## src/rtl/core/tdr_ram.sv

```systemverilog
// ----------------------------------------------------------------------------
// tdr_ram
// Generic simple dual-port RAM: one write port, one read port, registered
// read data.
// ----------------------------------------------------------------------------
`default_nettype none

module tdr_ram #(
    parameter int WIDTH = 32,
    parameter int DEPTH = 8,
    localparam int AW   = (DEPTH > 1) ? $clog2(DEPTH) : 1
) (
    input  wire logic             clk,
    input  wire logic             we,
    input  wire logic [AW-1:0]    waddr,
    input  wire logic [WIDTH-1:0] wdata,
    input  wire logic [AW-1:0]    raddr,
    output logic      [WIDTH-1:0] rdata
);

    logic [WIDTH-1:0] mem [DEPTH];

    always_ff @(posedge clk)
    begin
        if (we)
        begin
            mem[waddr] <= wdata;
        end
        rdata <= mem[raddr];
    end

endmodule

`default_nettype wire

```

## config.mk

```make
export PLATFORM = sky130hd
export DESIGN_NAME = tdr_ram
export DESIGN_NICKNAME = d
export VERILOG_FILES = /design/src/rtl/core/tdr_ram.sv
export SDC_FILE = /design/constraint.sdc
export NUM_CORES = 1
export LEC_CHECK = 0
export ABC_CLOCK_PERIOD_IN_PS = 3000
export BUFFER_PORTS_ARGS = -buffer_cell sky130_fd_sc_hd__buf_2
export CAP_MARGIN = 20
export CORE_MARGIN = 3
export CORE_UTILIZATION = 54
export CTS_CLUSTER_SIZE = 25
export DETAILED_ROUTE_END_ITERATION = 10
export GPL_TIMING_DRIVEN = 0
export PLACE_DENSITY = 0.81
export SLEW_MARGIN = 30
export SYNTH_ARGS = -nofsm -noshare
export SYNTH_HDL_FRONTEND = slang
export SYNTH_SLANG_ARGS = --single-unit
```

## constraint.sdc

```tcl
create_clock -name clk -period 3 [get_ports clk]
set_input_delay 0.3 -clock clk [delete_from_list [all_inputs] [get_ports clk]]
set_output_delay 0.3 -clock clk [all_outputs]
set_load 0.02 [all_outputs]
```

======== Word-level counts from Yosys, hierarchy flattened ========
Memory sizes are Yosys's and may differ from the RTL's. A register that Yosys moved wholly into a read port is not among the register bits.
Index checks and enable logic that the tools add are counted.
cells by class
  mux-type cells .......................... 2
operator list
  cell    number
  $mux 1  2
storage, ports and cells
  memories kept ........................... 1
  register bits after elaboration ......... 0
  output and inout port bits .............. 32
  RAM bits ................................ 256
  input bits .............................. 40
memory list
  name  depth  bits a word  read ports  clocked after memory_dff  write ports  RTL line  RTL
  mem   8      32           1           1                         1            21        logic [WIDTH-1:0] mem [DEPTH];

======== Logic depth before layout (Yosys ltp) ========
  depth after elaboration ................. 2
  mapped depth ............................ 4
  depth with buffers taken out ............ 2

======== Least setup slack after synthesis ========
Ideal clock, no wire load.
  path type ............................... input -> register
  start ................................... input waddr[2]
  end ..................................... memory mem[0][0], enable pin
  arrival ................................. 2.686 ns
  library setup time ...................... 0.461 ns
  slack ................................... -0.147 ns
  required time ........................... 2.539 ns
  stages on the path ...................... 2
  path through ............................ nand2b_1 > nor3_1
RTL lines
  item             RTL line  RTL
  start, declared  15        input wire logic [AW-1:0] waddr,
  end, declared    21
No word-level cell before the write port.

======== Worst setup path after layout ========
  start ................................... register rdata[1], read port of mem
  end ..................................... output rdata[1]
RTL lines
  item             RTL line  RTL
  start, declared  18        output logic [WIDTH-1:0] rdata
No word-level cell between the ends.

==> flow_metrics.env <==
export IMPL_status="finished clean"
export IMPL_final_hold_viol_count=0
export IMPL_fill_cells=1200
export IMPL_grt_pass1_vias=5080
export IMPL_report_final_slew_viol_count=0
export IMPL_critPathMaxStageDelay_ns=0.38
export IMPL_p_switching_mw=1.722
export IMPL_path_cells="buf_2"
export IMPL_required_ns=2.70
export IMPL_initial_core_util_pct=55.40
export IMPL_multi_input_area_sq_mm=0.002078
export IMPL_ctsHoldBuffers=0
export IMPL_viasPerCell=5.793
export IMPL_drv_cap=0
export IMPL_tns_ns=0
export IMPL_clk_pin_slew_ns=0.06
export IMPL_cts_setup_buffers=0
export IMPL_drt_first_pass_iters=5
export IMPL_r2r_start="mem[3][14]"
export IMPL_ys_types=13
export IMPL_synth_top_area_cell="edfxtp_1"
export IMPL_finClkSkew_ns=0.01159
export IMPL_power_share_sequential_pct=54.2
export IMPL_dp_hpwl_mm=12.81
export IMPL_synth_top_family_by_area="multiplexers"
export IMPL_rsz0062_at_grt="no"
export IMPL_track_usage_pct=20.28
export IMPL_crit_type="reg2out"
export IMPL_clkLatencyLatePin_ns=0.52
export IMPL_syn2layout_area_growth_pct=19.19
export IMPL_num_vias=4698
export IMPL_cts_root_buf="clkbuf_16"
export IMPL_reg2reg_slack_ns=1.66
export IMPL_min_to="mem[0][8]"
export IMPL_period_minus_slack_ns=1.394
export IMPL_critPathSlowestCell="dfxtp_1"
export IMPL_clkPwrFrac_pct=39.7
export IMPL_worstHoldStart="wdata[8]"
export IMPL_post_cts_resized=0
export IMPL_grt_overflow_total=0
export IMPL_synth_compound_area_share_pct=0
export IMPL_cts_sinks=288
export IMPL_period_share_pct=46.46
export IMPL_final_cell_mix="edfxtp_1 (256), buf_2 (74), mux4_1 (40), mux2_2 (32), dfxtp_1 (32)"
export IMPL_ant_nets=0
export IMPL_critical_path_top_delay_family="flip-flops"
export IMPL_htreeDepth=1
export IMPL_seq_area_frac_synth_pct=79.57
export IMPL_synth_xor_area_share_pct=0
export IMPL_gp_congestion=0.7094
export IMPL_pin_count=72
export IMPL_antenna_found_initial=3
export IMPL_syn_area_sq_mm=0.01047
export IMPL_synth_fp_nets=455
export IMPL_leakage_nw=4.254
export IMPL_wl_mm=21.28
export IMPL_peakVddDrop_mv=0.5230
export IMPL_drcViolationCount=0
export IMPL_synth_warnings=0
export IMPL_ff2ff_path_depth=2
export IMPL_clock_path_buffers=3
export IMPL_end_kind="output pin"
export IMPL_post_drt_wl_per_cell_um=26.24
export IMPL_fin_util_pct=66.03
export IMPL_placementRows=50
export IMPL_synthTopCellsByArea="edfxtp_1 (73%), mux4_1 (10%), dfxtp_1 (6.1%), mux4_2 (5.2%), mux2_2 (3.4%)"
export IMPL_relSlewSlack_pct=46.57
export IMPL_synth_avg_cell_area_sq_um=25.22
export IMPL_final_common_cell="edfxtp_1"
export IMPL_synth_top_cell_area_share_pct=73.45
export IMPL_cellInternalPower_mw=6.717
export IMPL_final_nets=570
export IMPL_synth_simple_area_share_pct=0.5619
export IMPL_port_buffers=68
export IMPL_synth_mux_area_share_pct=18.65
export IMPL_whs_path_depth=1
export IMPL_core_sq_mm=0.01889
export IMPL_setup_viol_count_final=0
export IMPL_max_slew_worst_pin_slew_ns=0.8014
export IMPL_cts_made_buffers=27
export IMPL_regArea_sq_mm=0.008328
export IMPL_critPathBufInv=1
export IMPL_synthAdderAreaFrac_pct=0
export IMPL_die_w_um=145.2
export IMPL_grt_pass1_wl_mm=31.98
export IMPL_path_max_fanout=1
export IMPL_grt_start_max_net_pins=17
export IMPL_ys_seq_elements=288
export IMPL_switching_share_pct=20.41
export IMPL_die_area_sq_mm=0.02109
export IMPL_drtIter0Drc=353
export IMPL_comb_power_share_pct=6.1
export IMPL_cts_tree="yes"
export IMPL_die_h_um=145.2
export IMPL_cp_start_kind="register"
export IMPL_power_density_mw_per_mm2=676.5
export IMPL_fmax_mhz=717.4
export IMPL_crit_reg2reg_capture="rdata[14]"
export IMPL_layout_drive_gt1_share_pct=36.73
export IMPL_synthesis_instances=415
export IMPL_hold_class="in2reg"
export IMPL_worstPathArrival_ns=1.09
-- power by group through the flow --
stage               Sequential [mW]  Clock [mW]  Combinational [mW]
global route                   4.58        3.56               0.553
global placement               4.65           0               0.453
detailed placement             4.66           0               0.515
floorplan                      4.70           0               0.230
finish                         4.57        3.35               0.518
CTS                            4.58        3.40               0.523
-- kinds of logic after synthesis --
logic type	after synthesis
simple gates	13
buf+inv	18
flops	288
mux	96
-- registers in the layout (all words and copies together) (netlist names) --
signal,flops
mem,256
rdata,32
-- synth_stat cells (all sizes together) --
library cell    n
buf            17
clkbuf          1
dfxtp          32
edfxtp        256
mux2           32
mux4           64
nand2           2
nand2b          3
nor2            6
nor3            2
-- area by class of cell --
| type | count | area share [%] |
|---|---|---|
| multi-input combinational | 109 | 16.66 |
| tap | 260 | 2.608 |
| antenna | 1 | 0.02006 |
| sequential | 288 | 66.76 |
| clock buffer | 34 | 5.787 |
| timing repair buffer | 86 | 5.908 |
| buffer | 18 | 1.023 |
| clock inverter | 15 | 1.234 |
-- worst reg2reg max path, cell delays in order, from the launching register on --
cell	delay [ns]
edfxtp_1	0.39
mux4_1	0.56
mux2_2	0.29
-- routing by layer --
| metal | vias to the layer above | global-route usage [%] | share of wire [%] |
|---|---|---|---|
| li1 | 2018 | - | - |
| met1 | 2468 | 26.47 | 38 |
| met2 | 176 | 35.05 | 55 |
| met3 | 32 | 3.654 | 5.5 |
| met4 | 4 | 6.553 | 1.4 |
| met5 | - | 0 | 0.099 |
-- stage by stage --
stage          total power [mW]  worst slack (ns)  instances  cell area (sq um)  hold WS [ns]
2_1_floorplan             4.934            0.7103        415              10480        0.3989
3_3_place_gp              5.102           -0.7619        743              11140        0.5490
3_5_place_dp              5.170             1.104        761              11600        0.5716
4_1_cts                   8.494             1.587        810              12470       0.03128
5_1_grt                   8.693             1.523        811              12470       0.04362
6_report                  8.439             1.606        811              12470       0.04526
-- how the worst max path moves through the flow --
stage	from	endpoint	slack, ns	cells after the start
floorplan	waddr[2]	mem[1][0]	0.71	2
global placement	waddr[2]	mem[2][10]	-0.76	3
detailed placement	raddr[2]	rdata[29]	1.10	4
CTS	rdata[1]	rdata[1]	1.59	1
global route	raddr[2]	rdata[28]	1.52	4
finish	rdata[1]	rdata[1]	1.61	1
Note: power is estimated with default switching activity, not from simulation.
