--- config.mk ---
export PLATFORM = sky130hd
export DESIGN_NAME = tdr_mac
export DESIGN_NICKNAME = d
export VERILOG_FILES = /design/src/rtl/core/tdr_pkg.sv /design/src/rtl/core/tdr_mac.sv
export SDC_FILE = /design/constraint.sdc
export NUM_CORES = 2
export LEC_CHECK = 0
export ABC_AREA = 1
export ABC_CLOCK_PERIOD_IN_PS = 2800
export BUFFER_PORTS_ARGS = -buffer_cell sky130_fd_sc_hd__buf_2
export CAP_MARGIN = 40
export CORE_MARGIN = 2
export CORE_UTILIZATION = 60
export DETAILED_ROUTE_END_ITERATION = 10
export GPL_ROUTABILITY_DRIVEN = 1
export GPL_TIMING_DRIVEN = 0
export PLACE_DENSITY = 0.91
export SETUP_SLACK_MARGIN = 0.05
export SYNTH_ARGS = -nofsm -noshare
export SYNTH_HDL_FRONTEND = slang
export SYNTH_SLANG_ARGS = --single-unit
--- constraint.sdc ---
create_clock -name clk -period 2.8 [get_ports clk]
set_input_delay 0 -clock clk [delete_from_list [all_inputs] [get_ports clk]]
set_output_delay 0 -clock clk [all_outputs]
set_load 0.03 [all_outputs]
--- src/rtl/core/tdr_pkg.sv ---
// ----------------------------------------------------------------------------
// tdr_pkg
// Shared types, widths, codes and helpers for the threshold duration
// recursion core.
// ----------------------------------------------------------------------------
`default_nettype none

package tdr_pkg;

    localparam int VAL_W      = 32;
    localparam int FRAC_W     = 16;
    localparam int OP_W       = 2;
    localparam int KIND_W     = 2;
    localparam int LAG_W      = 2;
    localparam int SLOT_W     = 3;
    localparam int REGIME_W   = 3;
    localparam int ORDER_W    = 3;
    localparam int BURN_W     = 16;
    localparam int COUNT_W    = 32;
    localparam int CFG_IDX_W  = 3;
    localparam int CFG_DATA_W = 32;
    localparam int PROD_W     = 2 * VAL_W;
    localparam int RND_W      = PROD_W - FRAC_W;
    localparam int ACC_W      = 56;

    localparam int MAX_P_DEF           = 4;
    localparam int MAX_Q_DEF           = 4;
    localparam int MAX_BREAKPOINTS_DEF = 7;

    typedef logic signed [VAL_W-1:0] q16_t;

    localparam q16_t ONE_Q16 = q16_t'(1 << FRAC_W);
    localparam logic [PROD_W-1:0] ROUND_HALF = PROD_W'(1 << (FRAC_W - 1));

    typedef enum logic [OP_W-1:0] {
        OP_LOAD_COEF = 2'd0,
        OP_LOAD_BP   = 2'd1,
        OP_PUSH      = 2'd2,
        OP_STEP      = 2'd3
    } opcode_t;

    localparam logic [KIND_W-1:0] KIND_OMEGA = 2'd0;
    localparam logic [KIND_W-1:0] KIND_ALPHA = 2'd1;
    localparam logic [KIND_W-1:0] KIND_BETA  = 2'd2;

    localparam logic [CFG_IDX_W-1:0] CFG_ORDER_P      = 3'd0;
    localparam logic [CFG_IDX_W-1:0] CFG_ORDER_Q      = 3'd1;
    localparam logic [CFG_IDX_W-1:0] CFG_BP_COUNT     = 3'd2;
    localparam logic [CFG_IDX_W-1:0] CFG_BURN_COUNT   = 3'd3;
    localparam logic [CFG_IDX_W-1:0] CFG_OUTPUT_COUNT = 3'd4;

    typedef struct packed {
        logic mul_vld;
        logic clear;
    } mac_ctl_t;

    function automatic q16_t sat_q16(input logic signed [ACC_W-1:0] v);
        logic hi_same;
        hi_same = (v[ACC_W-1:VAL_W-1] == '0) || (v[ACC_W-1:VAL_W-1] == '1);
        if (hi_same)
            return v[VAL_W-1:0];
        else if (v[ACC_W-1])
            return {1'b1, {(VAL_W-1){1'b0}}};
        else
            return {1'b0, {(VAL_W-1){1'b1}}};
    endfunction

endpackage

`default_nettype wire

--- src/rtl/core/tdr_mac.sv ---
// ----------------------------------------------------------------------------
// tdr_mac
// Shared Q16.16 multiply-accumulate unit: registered product, round to
// nearest (ties up), exact wide accumulator.
// ----------------------------------------------------------------------------
`default_nettype none

module tdr_mac (
    input  wire logic                                  clk,
    input  wire logic                                  rst_n,
    input  wire tdr_pkg::mac_ctl_t                     ctl,
    input  wire tdr_pkg::q16_t                         a,
    input  wire tdr_pkg::q16_t                         b,
    output logic signed [tdr_pkg::ACC_W-1:0]           acc,
    output logic signed [tdr_pkg::RND_W-1:0]           rnd,
    output logic                                       prod_vld
);

    logic signed [tdr_pkg::PROD_W-1:0] prod_reg;
    logic                              prod_vld_reg;
    logic signed [tdr_pkg::ACC_W-1:0]  acc_reg;
    logic signed [tdr_pkg::PROD_W-1:0] rsum;

    assign rsum     = prod_reg + signed'(tdr_pkg::ROUND_HALF);
    assign rnd      = rsum[tdr_pkg::PROD_W-1:tdr_pkg::FRAC_W];
    assign acc      = acc_reg;
    assign prod_vld = prod_vld_reg;

    always_ff @(posedge clk or negedge rst_n)
    begin
        if (!rst_n)
        begin
            prod_reg     <= '0;
            prod_vld_reg <= 1'b0;
            acc_reg      <= '0;
        end
        else
        begin
            prod_vld_reg <= ctl.mul_vld;
            if (ctl.mul_vld)
            begin
                prod_reg <= a * b;
            end
            if (ctl.clear)
            begin
                acc_reg <= '0;
            end
            else if (prod_vld_reg)
            begin
                acc_reg <= acc_reg + tdr_pkg::ACC_W'(rnd);
            end
        end
    end

endmodule

`default_nettype wire

Word level (Yosys, flattened, before mapping)
Index checks and enable logic that the tools add are counted.
{"block": "word_totals", "out_inout_bits": 105, "input_bits": 68, "wordCells": 9, "reg_bits": 121}
{"block": "op_classes", "muxes": 2, "multipliers": 1, "n_reduce_logical": 1, "add_sub_neg": 2}
{"op": "two-way mux 56 bit", "n": 2}
{"op": "adder 64 x 17 -> 64 bit, second input constant", "n": 1}
{"op": "multiplier 32 x 32 -> 64 bit", "n": 1}
{"op": "adder 56 x 48 -> 56 bit", "n": 1}
{"op": "nonzero test 2 bit", "n": 1}

Depth between registers and ports, before layout
{"block": "depth", "ltp_word": 4, "ltp_mapped": 31, "mapped_depth_nobuf": 30}

Worst setup path after synthesis
No wires, ideal clock.
{"block": "synth_path", "path_type": "in2reg", "start": "input a[31]", "end": "register prod_reg[60] (netlist bit)", "setup_slack_ps": -3986, "arrival_ps": 6668, "setup_time_ps": 118, "n_path_buf": 1, "stages": 29, "t_required_ps": 2682, "path_cell_list": "clkbuf_1 nand2_1 inv_1 fa_1 inv_1 fa_1 inv_1 fa_1 fa_1 inv_1 fa_1 inv_1 fa_1 inv_1 fa_1 inv_1 fa_1 ha_1 nand2_1 nor2_1 inv_1 nor2_1 inv_1 nor3_1 nand2_1 nand2_1 nand2_1 nand3_1 nand2_1"}
{"block": "synth_via", "elab_chain_cells": 1}
{"element": "from (decl)", "line": "tdr_mac.sv:12", "text": "input wire tdr_pkg::q16_t a,"}
{"element": "multiplier 32 x 32 -> 64 bit", "line": "tdr_mac.sv:42", "text": "prod_reg <= a * b;"}
{"element": "to (signal assigned)", "line": "tdr_mac.sv:42"}
{"element": "to (decl)", "line": "tdr_mac.sv:19", "text": "logic signed [tdr_pkg::PROD_W-1:0] prod_reg;"}
No other way between the ends.
A chain may end at the register's enable or synchronous reset.

Worst setup path after layout
{"block": "layout_path", "start": "input b[7]", "end": "register prod_reg[60] (netlist bit)"}
{"block": "layout_via", "elab_chain_cells": 1}
{"element": "from (decl)", "line": "tdr_mac.sv:13", "text": "input wire tdr_pkg::q16_t b,"}
{"element": "multiplier 32 x 32 -> 64 bit", "line": "tdr_mac.sv:42"}
No other way between the ends.

==> flow_summary.yaml <==
final_layout:
  final_common_cell: "inv_1"
  num-fill-cells: 4498
  num-nets-final: 8280
  area_growth_pct: 34.1
  largest_reg_flops: 56
  final_cells: 7957
  final_layout_size_suffix_gt1_frac: 0.293
  mostFrequentLayoutCells: "inv_1 (1610), nand2_1 (1558), fa_1 (981), buf_4 (288), nand2_2 (165)"
worst_setup_path:
  reg2reg_slack_ns: -1.00
  cp.required_ns: 3.15
  r2r.worst_path.cells: 20
  end_kind: "register"
  critPathMaxFanout: 5
  start_kind: "primary input"
  max_stage_delay_ns: 0.78
  crit_arrival_ns: 7.25
  worstReg2RegStart: "prod_reg[20]"
  startpoint: "b[7]"
  r2r_end: "acc[34]"
  critPathSlowestCell: "fa_1"
  criticalPathCategory: "in2reg"
status:
  outcome: "finished with violations"
  violations: "design-rule violations, negative setup slack"
synthesis:
  async_reset_ff_frac: 1.00
  synth-seq-cells: 106
  syn_area_per_cell_um2: 7.45
  yosysTopAreaCell: "fa_1"
  ys_seq_area_frac: 0.0562
  yosys_warnings: 0
  synthCells: 6334
  synth_area_um2: 47200
  synth_nets: 7720
  yosys-top-cells-area: "fa_1 (46%), nand2_1 (15%), inv_1 (14%)"
  synthDistinctLibCells: 39
  synth_top_area_frac: 0.459
  synth-edff-count: 0
  synth_ff_type: "dfrtp_1"
grt:
  globalRoute.totalOverflow: 0
  grt_pass1_wl_um: 327000
  antenna_found_initial: 32
  grt_use_total: 0.567
  grt_max_degree: 68
  grt_pass1_vias: 50800
timing:
  min_period_over_period: 2.46
  hold_viol: 0
  slew_headroom: 0.342
  rsz0062_at_grt: "true"
  setup_viol: 98
  period_minus_slack_ns: 6.90
  clock.fmax_mhz: 145
  setup_tns_ns: -224.55
  finalWorstSetupSlack_ns: -4.10
  worst_pin_slew_ns: 0.986
  worst_clock_skew_ns: 0.0183
  report.final.slew_viol_count: 0
  whs_ns: 0.149
placement:
  gp_congestion: 1.08
  hpwl_um: 169000
  place_inst: 7560
  port_buffers: 172
routing:
  routed_via_density: 6.47
  totalWireLength_um: 248000
  vias: 51500
  drt_first_pass_iters: 11
  drc: 18
  routedWlPerCell_um: 31.1
  drtAntennaViolNets: 0
  drt_iter0_markers: 7725
clock_network:
  cts_tree: "yes"
  cts_max_level: 3
  root_buffer: "clkbuf_16"
  cts.path.max_buffers: 2
  clkSinkCount: 106
  clk_latency_ns: 0.41
  numCtsBuffers: 9
  path_clk_slew_ns: 0.09
floorplan:
  num_rows: 102
  die_h_um: 284
  start_util: 0.607
  die-area_um2: 80900
  die_w_um: 284
  core_area_um2: 77700
  io_pins: 173
hold_path:
  hp-class: "in2async"
run:
  max_cap_violations: 0
## critical path: cells and delay by family
| kind | cells | cell delay, ns |
|---|---|---|
| AO/OA/AOI/OAI | 3 | 0.60 |
| adder cells (fa/ha/maj) | 9 | 4.81 |
| buffers and inverters | 9 | 0.95 |
| AND/OR/NAND/NOR | 9 | 0.85 |
## stage by stage
stage	setup slack (ns)	cell area (um2)	utilization
floorplan	-3.60	49600	-
global placement	-5.31	51700	0.666
detailed placement	-5.17	51900	0.668
CTS	-3.54	58200	0.749
global route	-4.07	63300	0.814
finish	-4.10	63300	0.815
## logic make-up (layout without fill, tap and decap cells)
group,count (synthesis),count (layout),synth area share
buf+inv,2004,2569,0.159
fa+ha+maj,1318,1318,0.521
simple gates,2447,2447,0.206
flops,106,106,0.0562
compound gates,386,386,0.0430
other cells,0,18,0
xor+xnor,73,73,0.0135
## area by class of cell
cell class,count,area (um2),area share
multi-input cells,4224,43900,0.694
inverters,1791,6800,0.107
repair buffers,549,4820,0.0762
plain buffers,213,3420,0.0540
flip-flops and latches,106,2670,0.0422
well taps,1040,1300,0.0206
clock buffers,9,225,0.00356
clock inverters,7,98.8,0.00156
diodes,18,45.0,0.000711
## timing repair
| item | CTS | global route |
|---|---|---|
| endpoints found under the setup margin | 102 | 104 |
| resized for setup | 978 | 970 |
| hold buffers | 3 | 0 |
| gates cloned | 1 | 1 |
| pin swaps | 271 | 479 |
| setup buffers | 191 | 169 |
| hold endpoints to repair | 41 | 0 |
## metal layers
layer | track usage | share of wire | vias up
met5 | 0.0440 | 0.0043 | -
met4 | 0.466 | 0.12 | 48
met3 | 0.277 | 0.17 | 2287
met2 | 0.799 | 0.40 | 5378
met1 | 0.645 | 0.30 | 24500
li1 | - | - | 19200
## synth_stat cells (all sizes together), types with 2 or more instances
cell type,count
nor4,14
a21oi,182
ha,236
o21bai,16
a21boi,4
or2,14
a32o,3
nand4,30
xnor2,36
o31ai,2
xor2,37
o21ai,168
nor2,335
nand3,143
a31oi,4
and2,2
and3,3
nor3,31
nand3b,25
clkbuf,210
inv,1791
buf,3
dfrtp,106
a21o,5
nand2,1849
fa,1082
## worst max path at each step
stage / to / cells past startpoint
detailed placement: prod_reg[57] / 23
finish: prod_reg[60] / 30
floorplan: prod_reg[61] / 27
global route: prod_reg[61] / 29
global placement: prod_reg[57] / 23
CTS: prod_reg[58] / 31
Power is left out: the tool's default activity adds up to more than one toggle a clock period on the data nets, which glitch-free logic cannot reach.
